## config.mk

```make
export PLATFORM = sky130hd
export DESIGN_NAME = command_frame_receiver
export DESIGN_NICKNAME = d
export VERILOG_FILES = /design/src/hw/rtl/cfr_pkg.sv /design/src/hw/rtl/command_frame_receiver.sv /design/src/hw/rtl/cfr_collector.sv /design/src/hw/rtl/cfr_decoder.sv
export SDC_FILE = /design/constraint.sdc
export NUM_CORES = 1
export LEC_CHECK = 0
export BUFFER_PORTS_ARGS = -buffer_cell sky130_fd_sc_hd__buf_2
export CAP_MARGIN = 20
export CORE_ASPECT_RATIO = 1.5
export CORE_MARGIN = 5
export CORE_UTILIZATION = 60
export CTS_CLUSTER_DIAMETER = 200
export DETAILED_ROUTE_END_ITERATION = 10
export MAX_ROUTING_LAYER = met4
export PLACE_DENSITY_LB_ADDON = 0.3
export SETUP_SLACK_MARGIN = 0.4
export SLEW_MARGIN = 25
export SYNTH_ARGS = -nofsm -noshare
export SYNTH_HDL_FRONTEND = slang
export SYNTH_SLANG_ARGS = --single-unit
```

## constraint.sdc

```tcl
create_clock -name i_clk -period 3.5 [get_ports i_clk]
set_input_delay 0 -clock i_clk [delete_from_list [all_inputs] [get_ports i_clk]]
set_output_delay 0 -clock i_clk [all_outputs]
set_load 0.01 [all_outputs]
```

## src/hw/rtl/cfr_pkg.sv

```systemverilog
`default_nettype none
package cfr_pkg;

    localparam int unsigned BufferDepthDefault = 32;
    localparam int unsigned HdrDepth           = 10;
    localparam int unsigned CountWidth         = 6;
    localparam int unsigned OutDataWidth       = 40;

    localparam logic [7:0] ChStart = 8'h55;
    localparam logic [7:0] ChEnd   = 8'h23;
    localparam logic [7:0] ChQuery = 8'h51;
    localparam logic [7:0] ChRun   = 8'h52;
    localparam logic [7:0] ChWrite = 8'h53;

    localparam logic [7:0] LastLinearIndex = 8'd28;
    localparam logic [7:0] LastIndex       = 8'd34;

    typedef enum logic [1:0] {
        ACT_REJECT = 2'd0,
        ACT_QUERY  = 2'd1,
        ACT_RUN    = 2'd2,
        ACT_WRITE  = 2'd3
    } t_action;

    typedef struct packed {
        logic [HdrDepth-1:0][7:0] hdr;
        logic [CountWidth-1:0]    count;
        logic                     ovf;
    } t_frame;

    typedef struct packed {
        t_action     action;
        logic [5:0]  addr;
        logic [23:0] value;
        logic        ovf;
    } t_result;

    // Maps a write index to its device register address; indices above the
    // linear range are remapped and anything past the last index is invalid.
    function automatic logic [6:0] map_index(input logic [7:0] idx);
        logic [6:0] res;
        res = 7'd0;
        if (idx <= LastLinearIndex) begin
            res = {1'b1, idx[5:0]};
        end else begin
            unique case (idx)
                8'd29:   res = {1'b1, 6'd29};
                8'd30:   res = {1'b1, 6'd30};
                8'd31:   res = {1'b1, 6'd33};
                8'd32:   res = {1'b1, 6'd34};
                8'd33:   res = {1'b1, 6'd35};
                8'd34:   res = {1'b1, 6'd32};
                default: res = 7'd0;
            endcase
        end
        return res;
    endfunction

endpackage
`default_nettype wire

```

## src/hw/rtl/command_frame_receiver.sv

```systemverilog
`default_nettype none
// Channel   Dir  Width  Contents
// s_axis    in   8      rx_byte, one serial byte per word
// m_axis    out  40     action, target_address, write_value, overflowed
//
// One byte is taken every cycle while the result path is not blocked.
// Only a '#' byte yields a result, presented on m_axis once it has passed the frame snapshot and the result register.
// The frame snapshot and the result register form a two-deep pipeline;
// s_axis_tready drops only when both hold a result and m_axis_tready is low.
// Reset is synchronous and active low; it empties the frame and both stages.
module command_frame_receiver #(
    parameter int unsigned BUFFER_DEPTH = cfr_pkg::BufferDepthDefault
) (
    input  wire logic                               i_clk,
    input  wire logic                               i_rst_n,
    input  wire logic                               s_axis_tvalid,
    output logic                                    s_axis_tready,
    // [7:0] rx_byte
    input  wire logic [7:0]                         s_axis_tdata,
    output logic                                    m_axis_tvalid,
    input  wire logic                               m_axis_tready,
    // [1:0] action, [7:2] target_address, [31:8] write_value,
    // [32] overflowed, [39:33] zero
    output logic [cfr_pkg::OutDataWidth-1:0]        m_axis_tdata
);

    cfr_pkg::t_frame    frame;
    logic               frame_valid;
    logic               advance;
    cfr_pkg::t_result   result;

    cfr_collector #(
        .BUFFER_DEPTH (BUFFER_DEPTH)
    ) u_collector (
        .i_clk         (i_clk),
        .i_rst_n       (i_rst_n),
        .i_valid       (s_axis_tvalid),
        .o_ready       (s_axis_tready),
        .i_byte        (s_axis_tdata),
        .i_advance     (advance),
        .o_frame       (frame),
        .o_frame_valid (frame_valid)
    );

    cfr_decoder u_decoder (
        .i_clk         (i_clk),
        .i_rst_n       (i_rst_n),
        .i_frame       (frame),
        .i_frame_valid (frame_valid),
        .o_advance     (advance),
        .o_valid       (m_axis_tvalid),
        .i_ready       (m_axis_tready),
        .o_result      (result)
    );

    assign m_axis_tdata = {7'd0, result.ovf, result.value, result.addr, result.action};

endmodule
`default_nettype wire

```

## src/hw/rtl/cfr_collector.sv

```systemverilog
`default_nettype none
module cfr_collector #(
    parameter int unsigned BUFFER_DEPTH = cfr_pkg::BufferDepthDefault
) (
    input  wire logic           i_clk,
    input  wire logic           i_rst_n,
    input  wire logic           i_valid,
    output logic                o_ready,
    input  wire logic [7:0]     i_byte,
    input  wire logic           i_advance,
    output cfr_pkg::t_frame     o_frame,
    output logic                o_frame_valid
);

    localparam logic [cfr_pkg::CountWidth-1:0] DepthC = cfr_pkg::CountWidth'(BUFFER_DEPTH);

    logic [cfr_pkg::HdrDepth-1:0][7:0]  r_hdr;
    logic [cfr_pkg::CountWidth-1:0]     r_count;
    logic                               r_ovf;
    cfr_pkg::t_frame                    r_snap;
    logic                               r_snap_valid;

    logic [cfr_pkg::HdrDepth-1:0][7:0]  n_hdr;
    logic [cfr_pkg::CountWidth-1:0]     n_count;
    logic                               n_ovf;
    logic                               accept;
    logic                               is_end;

    assign o_ready = !r_snap_valid || i_advance;
    assign accept  = i_valid && o_ready;
    assign is_end  = (i_byte == cfr_pkg::ChEnd);

    always_comb begin
        n_hdr   = r_hdr;
        n_count = r_count;
        n_ovf   = r_ovf;
        if (r_count < DepthC) begin
            for (int i = 0; i < cfr_pkg::HdrDepth; i++) begin
                if (r_count == cfr_pkg::CountWidth'(i)) begin
                    n_hdr[i] = i_byte;
                end
            end
            n_count = r_count + 1'b1;
        end else begin
            n_ovf = 1'b1;
        end
    end

    always_ff @(posedge i_clk) begin
        if (!i_rst_n) begin
            r_hdr        <= '0;
            r_count      <= '0;
            r_ovf        <= 1'b0;
            r_snap_valid <= 1'b0;
        end else begin
            if (accept && is_end) begin
                r_hdr        <= '0;
                r_count      <= '0;
                r_ovf        <= 1'b0;
                r_snap_valid <= 1'b1;
            end else begin
                if (accept) begin
                    r_hdr   <= n_hdr;
                    r_count <= n_count;
                    r_ovf   <= n_ovf;
                end
                if (i_advance) begin
                    r_snap_valid <= 1'b0;
                end
            end
        end
    end

    always_ff @(posedge i_clk) begin
        if (accept && is_end) begin
            r_snap.hdr   <= n_hdr;
            r_snap.count <= n_count;
            r_snap.ovf   <= n_ovf;
        end
    end

    assign o_frame       = r_snap;
    assign o_frame_valid = r_snap_valid;

endmodule
`default_nettype wire

```

## src/hw/rtl/cfr_decoder.sv

```systemverilog
`default_nettype none
module cfr_decoder (
    input  wire logic               i_clk,
    input  wire logic               i_rst_n,
    input  wire cfr_pkg::t_frame    i_frame,
    input  wire logic               i_frame_valid,
    output logic                    o_advance,
    output logic                    o_valid,
    input  wire logic               i_ready,
    output cfr_pkg::t_result        o_result
);

    logic               r_valid;
    cfr_pkg::t_result   r_result;
    cfr_pkg::t_result   n_result;
    logic [31:0]        stated;
    logic [6:0]         mapped;
    logic               frame_ok;

    assign o_advance = !r_valid || i_ready;
    assign stated    = {i_frame.hdr[5], i_frame.hdr[4], i_frame.hdr[3], i_frame.hdr[2]};
    assign mapped    = cfr_pkg::map_index(i_frame.hdr[6]);
    assign frame_ok  = !i_frame.ovf && (i_frame.hdr[0] == cfr_pkg::ChStart) &&
                       (stated == {{(32 - cfr_pkg::CountWidth){1'b0}}, i_frame.count});

    always_comb begin
        n_result.action = cfr_pkg::ACT_REJECT;
        n_result.addr   = 6'd0;
        n_result.value  = 24'd0;
        n_result.ovf    = i_frame.ovf;
        if (frame_ok) begin
            priority if (i_frame.hdr[1] == cfr_pkg::ChQuery) begin
                n_result.action = cfr_pkg::ACT_QUERY;
            end else if (i_frame.hdr[1] == cfr_pkg::ChRun) begin
                n_result.action = cfr_pkg::ACT_RUN;
            end else if (i_frame.hdr[1] == cfr_pkg::ChWrite && mapped[6]) begin
                n_result.action = cfr_pkg::ACT_WRITE;
                n_result.addr   = mapped[5:0];
                n_result.value  = {i_frame.hdr[9], i_frame.hdr[8], i_frame.hdr[7]};
            end else begin
                n_result.action = cfr_pkg::ACT_REJECT;
            end
        end
    end

    always_ff @(posedge i_clk) begin
        if (!i_rst_n) begin
            r_valid <= 1'b0;
        end else if (o_advance) begin
            r_valid <= i_frame_valid;
        end
    end

    always_ff @(posedge i_clk) begin
        if (o_advance && i_frame_valid) begin
            r_result <= n_result;
        end
    end

    assign o_valid  = r_valid;
    assign o_result = r_result;

endmodule
`default_nettype wire
```

* Word level (Yosys, flattened, before mapping)
Cells that the tools add are included.
** Storage, ports and cells
- Bits in registers :: 209
- Input port bits :: 12
- Output and inout bits :: 42
- Word-level logic and storage cells :: 94
** Cells by class
- Add/sub/neg operators :: 1
- Order comparisons :: 2
- Equal/unequal tests :: 21
- Muxes and demuxes :: 20
- Bitwise operators :: 3
- Reduce and logical (&&, ||, !) cells :: 16
** Operators with widths (count)
- 8-bit 2-to-1 mux :: 10
- 80-bit 2-to-1 mux :: 1
- 7-bit case mux with 6 select lines :: 1
- 32-bit by 6-bit == test with 1-bit output :: 1
- 8-bit by 6-bit == test with 1-bit output (second input constant) :: 4
- 8-bit by 7-bit == test with 1-bit output (second input constant) :: 4
- 6-bit by 3-bit == test with 1-bit output (second input constant) :: 4
- 8-bit by 5-bit == test with 1-bit output (second input constant) :: 3
- 6-bit by 2-bit == test with 1-bit output (second input constant) :: 2
- 6-bit by 4-bit == test with 1-bit output (second input constant) :: 2
- 8-bit by 5-bit less-or-equal comparator with 1-bit output (second input constant) :: 1
- 7-bit 2-to-1 mux :: 1
- 6-bit by 1-bit adder with 6-bit output (second input constant) :: 1
- 6-bit by 1-bit == test with 1-bit output (second input constant) :: 1
- 1-bit logical AND :: 6
- 6-bit zero test :: 1
- 6-bit < comparator (second input constant) :: 1
- 6-bit 2-to-1 mux :: 1
- 1-bit 2-to-1 mux :: 4
- 2-bit 2-to-1 mux :: 2
- 2-bit OR reduction :: 2
- 4-bit OR reduction :: 1
- 1-bit zero test :: 3
- 1-bit inverter :: 3
- other kinds (2) :: 3

* Depth between registers and ports, before layout
- Word-level depth :: 7
- Gate-level depth with buffers :: 6
- Mapped depth without buffers :: 6

* Cells and area by module
Synthesis repeated with hierarchy kept, for this count alone.
** Second synthesis, totals
- Cell total of the unflattened synthesis :: 809
- Area total of the unflattened synthesis :: 9500.4 µm²
** By module, submodules not included
- cfr_collector :: times used 1, cells each 657, area an instance 7679.9 µm², seq. area each 4374.2 µm²
- cfr_decoder :: times used 1, cells each 144, area an instance 1764.2 µm², seq. area each 1011.0 µm²
- command_frame_receiver :: times used 1, cells each 8, area an instance 56.3 µm², seq. area each 0.0 µm²

* Worst setup path after synthesis
Ideal clock, no wire load.
- Path kind :: reg2reg
- From :: register u_decoder.r_valid, in the netlist u_decoder.o_valid
- To :: register u_collector.r_snap, in the netlist u_collector.o_frame[0], enable pin
- Library setup time :: 440 ps
- Arrival time :: 2475 ps
- Required time :: 3060 ps
- Slack :: 584 ps
- Cell stages (with the launch flop) :: 4
- Path buffers :: 0
- Clock period less this slack :: 2916 ps
- Cells stage by stage :: dfxtp_1 > nand3b_2 > nand4_1 > inv_1
** On the way
- Longest elaborated chain between the ends :: 5
** RTL lines
- from (decl) :: line cfr_decoder.sv:13 : logic r_valid;
- from (signal assigned) :: line cfr_decoder.sv:50 : r_valid <= i_frame_valid;
- 1-bit zero test :: line cfr_decoder.sv:20 : assign o_advance = !r_valid || i_ready;
- 1-bit logical OR :: line cfr_decoder.sv:20
- 1-bit logical OR :: line cfr_collector.sv:29 : assign o_ready = !r_snap_valid || i_advance;
- 1-bit logical AND :: line cfr_collector.sv:30 : assign accept = i_valid && o_ready;
- 1-bit logical AND :: line cfr_collector.sv:75 : if (accept && is_end) begin
- to (decl) :: line cfr_collector.sv:20 : cfr_pkg::t_frame r_snap;
Every way passes these cells.
A chain may end at the register's enable or synchronous reset.

* Final worst setup path
- From :: register u_collector.r_snap, in the netlist u_collector.o_frame[48]
- To :: register u_decoder.r_result, in the netlist u_decoder.o_result[14], data pin
** On the way
- Longest elaborated chain between the ends :: 4
** RTL lines
- 32-bit by 6-bit == test with 1-bit output :: line cfr_decoder.sv:24 : (stated == {{(32 - cfr_pkg::CountWidth){1'b0}}, i_frame.count});
- 1-bit logical AND :: line cfr_decoder.sv:23 : assign frame_ok = !i_frame.ovf && (i_frame.hdr[0] == cfr_pkg::ChStart) &&
- 1-bit inverter (no source line)
- 4-bit OR reduction (no source line)
- to (signal assigned) :: line cfr_decoder.sv:56 : r_result <= n_result;
- to (decl) :: line cfr_decoder.sv:14 : cfr_pkg::t_result r_result;
Every way passes these cells.

==> metrics.md <==
| Metric | Value |
|---|---|
| Gr usage total | 0.2072 |
| Multi-input gate area | 3166 um2 |
| PostCTS Resize Cnt | 0 |
| Area contributors post-synth | edfxtp_1, dfxtp_1, mux2_2 |
| GR Layer Usage met3 | 0.02515 |
| Critical path class | reg -> reg |
| Vias | 5112 |
| Peak VDD IR | 0.0003124 V |
| Most frequent cell after synthesis | edfxtp_1 |
| Worst slew margin | 0.3801 |
| Worst path buffer plus inverter count | 1 |
| Fin worst setup slack | 1.134 ns |
| Synthesized flop and latch total | approximately 210 |
| Mean Syn Cell Area | 13.24 um2 |
| Worst-Margin Slew | around 0.93 ns |
| Worst Hold Class | in -> reg |
| Share of power burned in registers | 0.548 |
| Pre-antenna DRT Iters | 4 |
| Yosys top cell by area | edfxtp_1 |
| Met2 Use GR | 0.3855 |
| I/O Buffers | 46 |
| Starting Density | 0.6069 |
| R2r setup slk | about 1.1 ns |
| RSZ-0062 raised after global routing | false |
| Fmax | around 0.42 GHz |
| Vias in the first global route | 5279 |
| Total clock sinks | 209 |
| Max cap viols | 0 |
| Core region area | 14530 um2 |
| Switching fraction of total power | 0.2098 |
| Endpoint class of the critical path | flip-flop |
| CP max stage cell | nor2_1 |
| Gr busiest metal | met2 |
| Yosys cell types | 55 |
| Met1 usage | 0.2264 |
| N_diodes | 0 |
| 1st-iter DRT viols | ~300 |
| Leak | about 4.1 nW |
| Comb power frac | 0.047 |
| Async S/R FF share, synth | 0 |
| Die Width | 109.0 um |
| CTS Buf Count | 19 |
| Filler instances | 1038 |
| Switch Pwr | 1.004 mW |
| Share of the synthesized area in the top cell type | 0.4087 |
| WL/cell | 18.79 um |
| Cells after synthesis | between 600 and 700 |
| Final Skew | 0.009829 ns |
| CP Data Arrival Time | 2.71 ns |
| Reg area | 5385 um2 |
| Fin. max-slew vios | 0 |
| CTS root buf | clkbuf_16 |
| Share of cells above drive strength 1 | 0.2525 |
| Post-Place Worst Slack | 1.167 ns |
| Status | finished clean |
| Residual DRC | 0 |
| Worst skew pair latency | ~0.48 ns |
| Hold-fix buffers, CTS | 2 |
| DIE HEIGHT | 158.5 um |
| Antenna-violating nets left | 0 |
| Register area share after synthesis | 0.6108 |
| Internal cell power | 3.779 mW |
| Post-synth EDFFs | 120 |
| H-tree depth | 1 |
| Setup Buffers After CTS | 0 |
| Min Clock Period, post-route | around 2.4 ns |
| I/O Pins | 54 |
| Top FF cell, synth | edfxtp_1 |
| Largest stage delay, worst path | 0.70 ns |
| CTS max path bufs | 3 |
| Initial antenna violation count | 0 |
| Final hold viol count | 0 |
| Vias per cell | 5.649 |
| Global route overflow | 0 |
| Required @ worst endpoint | 3.85 ns |
| Placer congestion estimate | 0.8602 |
| Synth Cell Area | just under 9000 um2 |
| Top post-synthesis cells by count | edfxtp_1, nor2_1, dfxtp_1 |
| First-pass GRT wire length | approximately 27000 um |
| Largest net degree at the start of global routing | 88 |
| Final net count | 712 |
| Die ar. | approximately 17000 um2 |
| Routed Wire Length | 17000 um |
| Finish-stage setup viols | 0 |
| Synth Warn # | 0 |
| CP Cell Sequence | nor4_1 > nand4_1 > nor2_1 > buf_4 > and3_1 |
| CP startpoint kind | flip-flop |
| Period utilisation layout | 0.6761 |
| Clock power frac | 0.405 |
| Worst Path Max Fanout | 18 |
| CTS tree | built |
| HPWL Detailed | 10550 um |
| Power per Cell Area | 491.5 nW/um2 |
| Final setup TNS | 0 ns |
| Area Growth Syn to Fin | 10.39% |
| Delay-heaviest family, CP | simple AND/OR/NAND/NOR gates |
| Row Count | 54 |
| Worst-path clk slew | 0.07 ns |
-- kinds of logic after synthesis --
logic type      after synthesis  synth area share
compound gates               26           0.02101
xor+xnor                     14           0.01391
fa+ha+maj                     4          0.005677
buf+inv                      64           0.03378
flops                       209            0.6108
mux                         153            0.1841
other cells                   1         0.0004254
simple gates                195            0.1303
-- path summary, 6_finish.rpt --
path	cells after the start	start	end
max	5	u_collector.o_frame[48]	u_decoder.o_result[14]
min	3	s_axis_tdata[5]	u_collector.r_hdr[5]
max reg2reg	5	u_collector.o_frame[48]	u_decoder.o_result[14]
min reg2reg	0	u_collector.o_frame[0]	u_decoder.o_result[0]
-- metal layers --
metal | vias up | part of all wire
met1 | 2531 | 0.39
met5 | - | 0
met4 | 0 | 0.027
met2 | 84 | 0.56
li1 | 2463 | -
met3 | 34 | 0.028
-- cell usage in the layout (no fill, tap or decap), drive strengths merged, types with 3 or more instances in the layout --
| master | instances |
|---|---|
| a211oi | 8 |
| a21oi | 7 |
| and3 | 30 |
| buf | 52 |
| clkbuf | 29 |
| clkinv | 4 |
| conb | 7 |
| dfxtp | 89 |
| edfxtp | 120 |
| ha | 4 |
| inv | 14 |
| mux2 | 73 |
| mux2i | 80 |
| nand2 | 19 |
| nand3 | 3 |
| nand4 | 15 |
| nor2 | 91 |
| nor2b | 3 |
| nor3 | 3 |
| nor4 | 7 |
| nor4b | 5 |
| nor4bb | 4 |
| o21ai | 3 |
| xnor2 | 10 |
| xor2 | 4 |
-- cell type report --
class | instances | share of cell area
clock buffer | 29 | 0.05683
clock inverter | 5 | 0.002700
inverter | 13 | 0.005014
multi-input combinational | 399 | 0.3253
sequential | 209 | 0.5534
tap | 196 | 0.02520
timing repair buffer | 54 | 0.03163
-- power by group through the flow --
stage / Clock [mW] / Combinational, mW / Sequential (mW)
after global placement: 0 / 0.216 / 2.67
final: 1.94 / 0.225 / 2.62
after detailed placement: 0 / 0.223 / 2.67
after global routing: 2.07 / 0.244 / 2.62
after CTS: 1.97 / 0.225 / 2.62
after floorplan: 0 / 0.175 / 2.67
-- worst min-delay path, delay by kind of cell --
kind / cells / cell delay (ns)
muxes: 1 / 0.18
and+or+nand+nor: 1 / 0.05
buffers and inverters: 1 / 0.25
-- metrics by stage --
stage	hold slack, ns	instances	util	total power, mW	cell area [um2]
finish	0.04112	905	0.6699	4.783	9732
floorplan	0.1178	672	-	2.844	8838
CTS	0.03449	905	0.6699	4.813	9732
global route	0.07200	905	0.6699	4.932	9732
global placement	0.2415	869	0.6287	2.887	9133
detailed placement	0.2605	869	0.6287	2.895	9133
-- state kept, by name (all words and copies together) (netlist names) --
register and count:
u_collector.o_frame 87, u_collector.o_frame_valid 1, u_collector.r_count 6, u_collector.r_hdr 80, u_collector.r_ovf 1, u_decoder.o_result 33, u_decoder.o_valid 1
No activity file was read; power rests on OpenSTA's default activity.
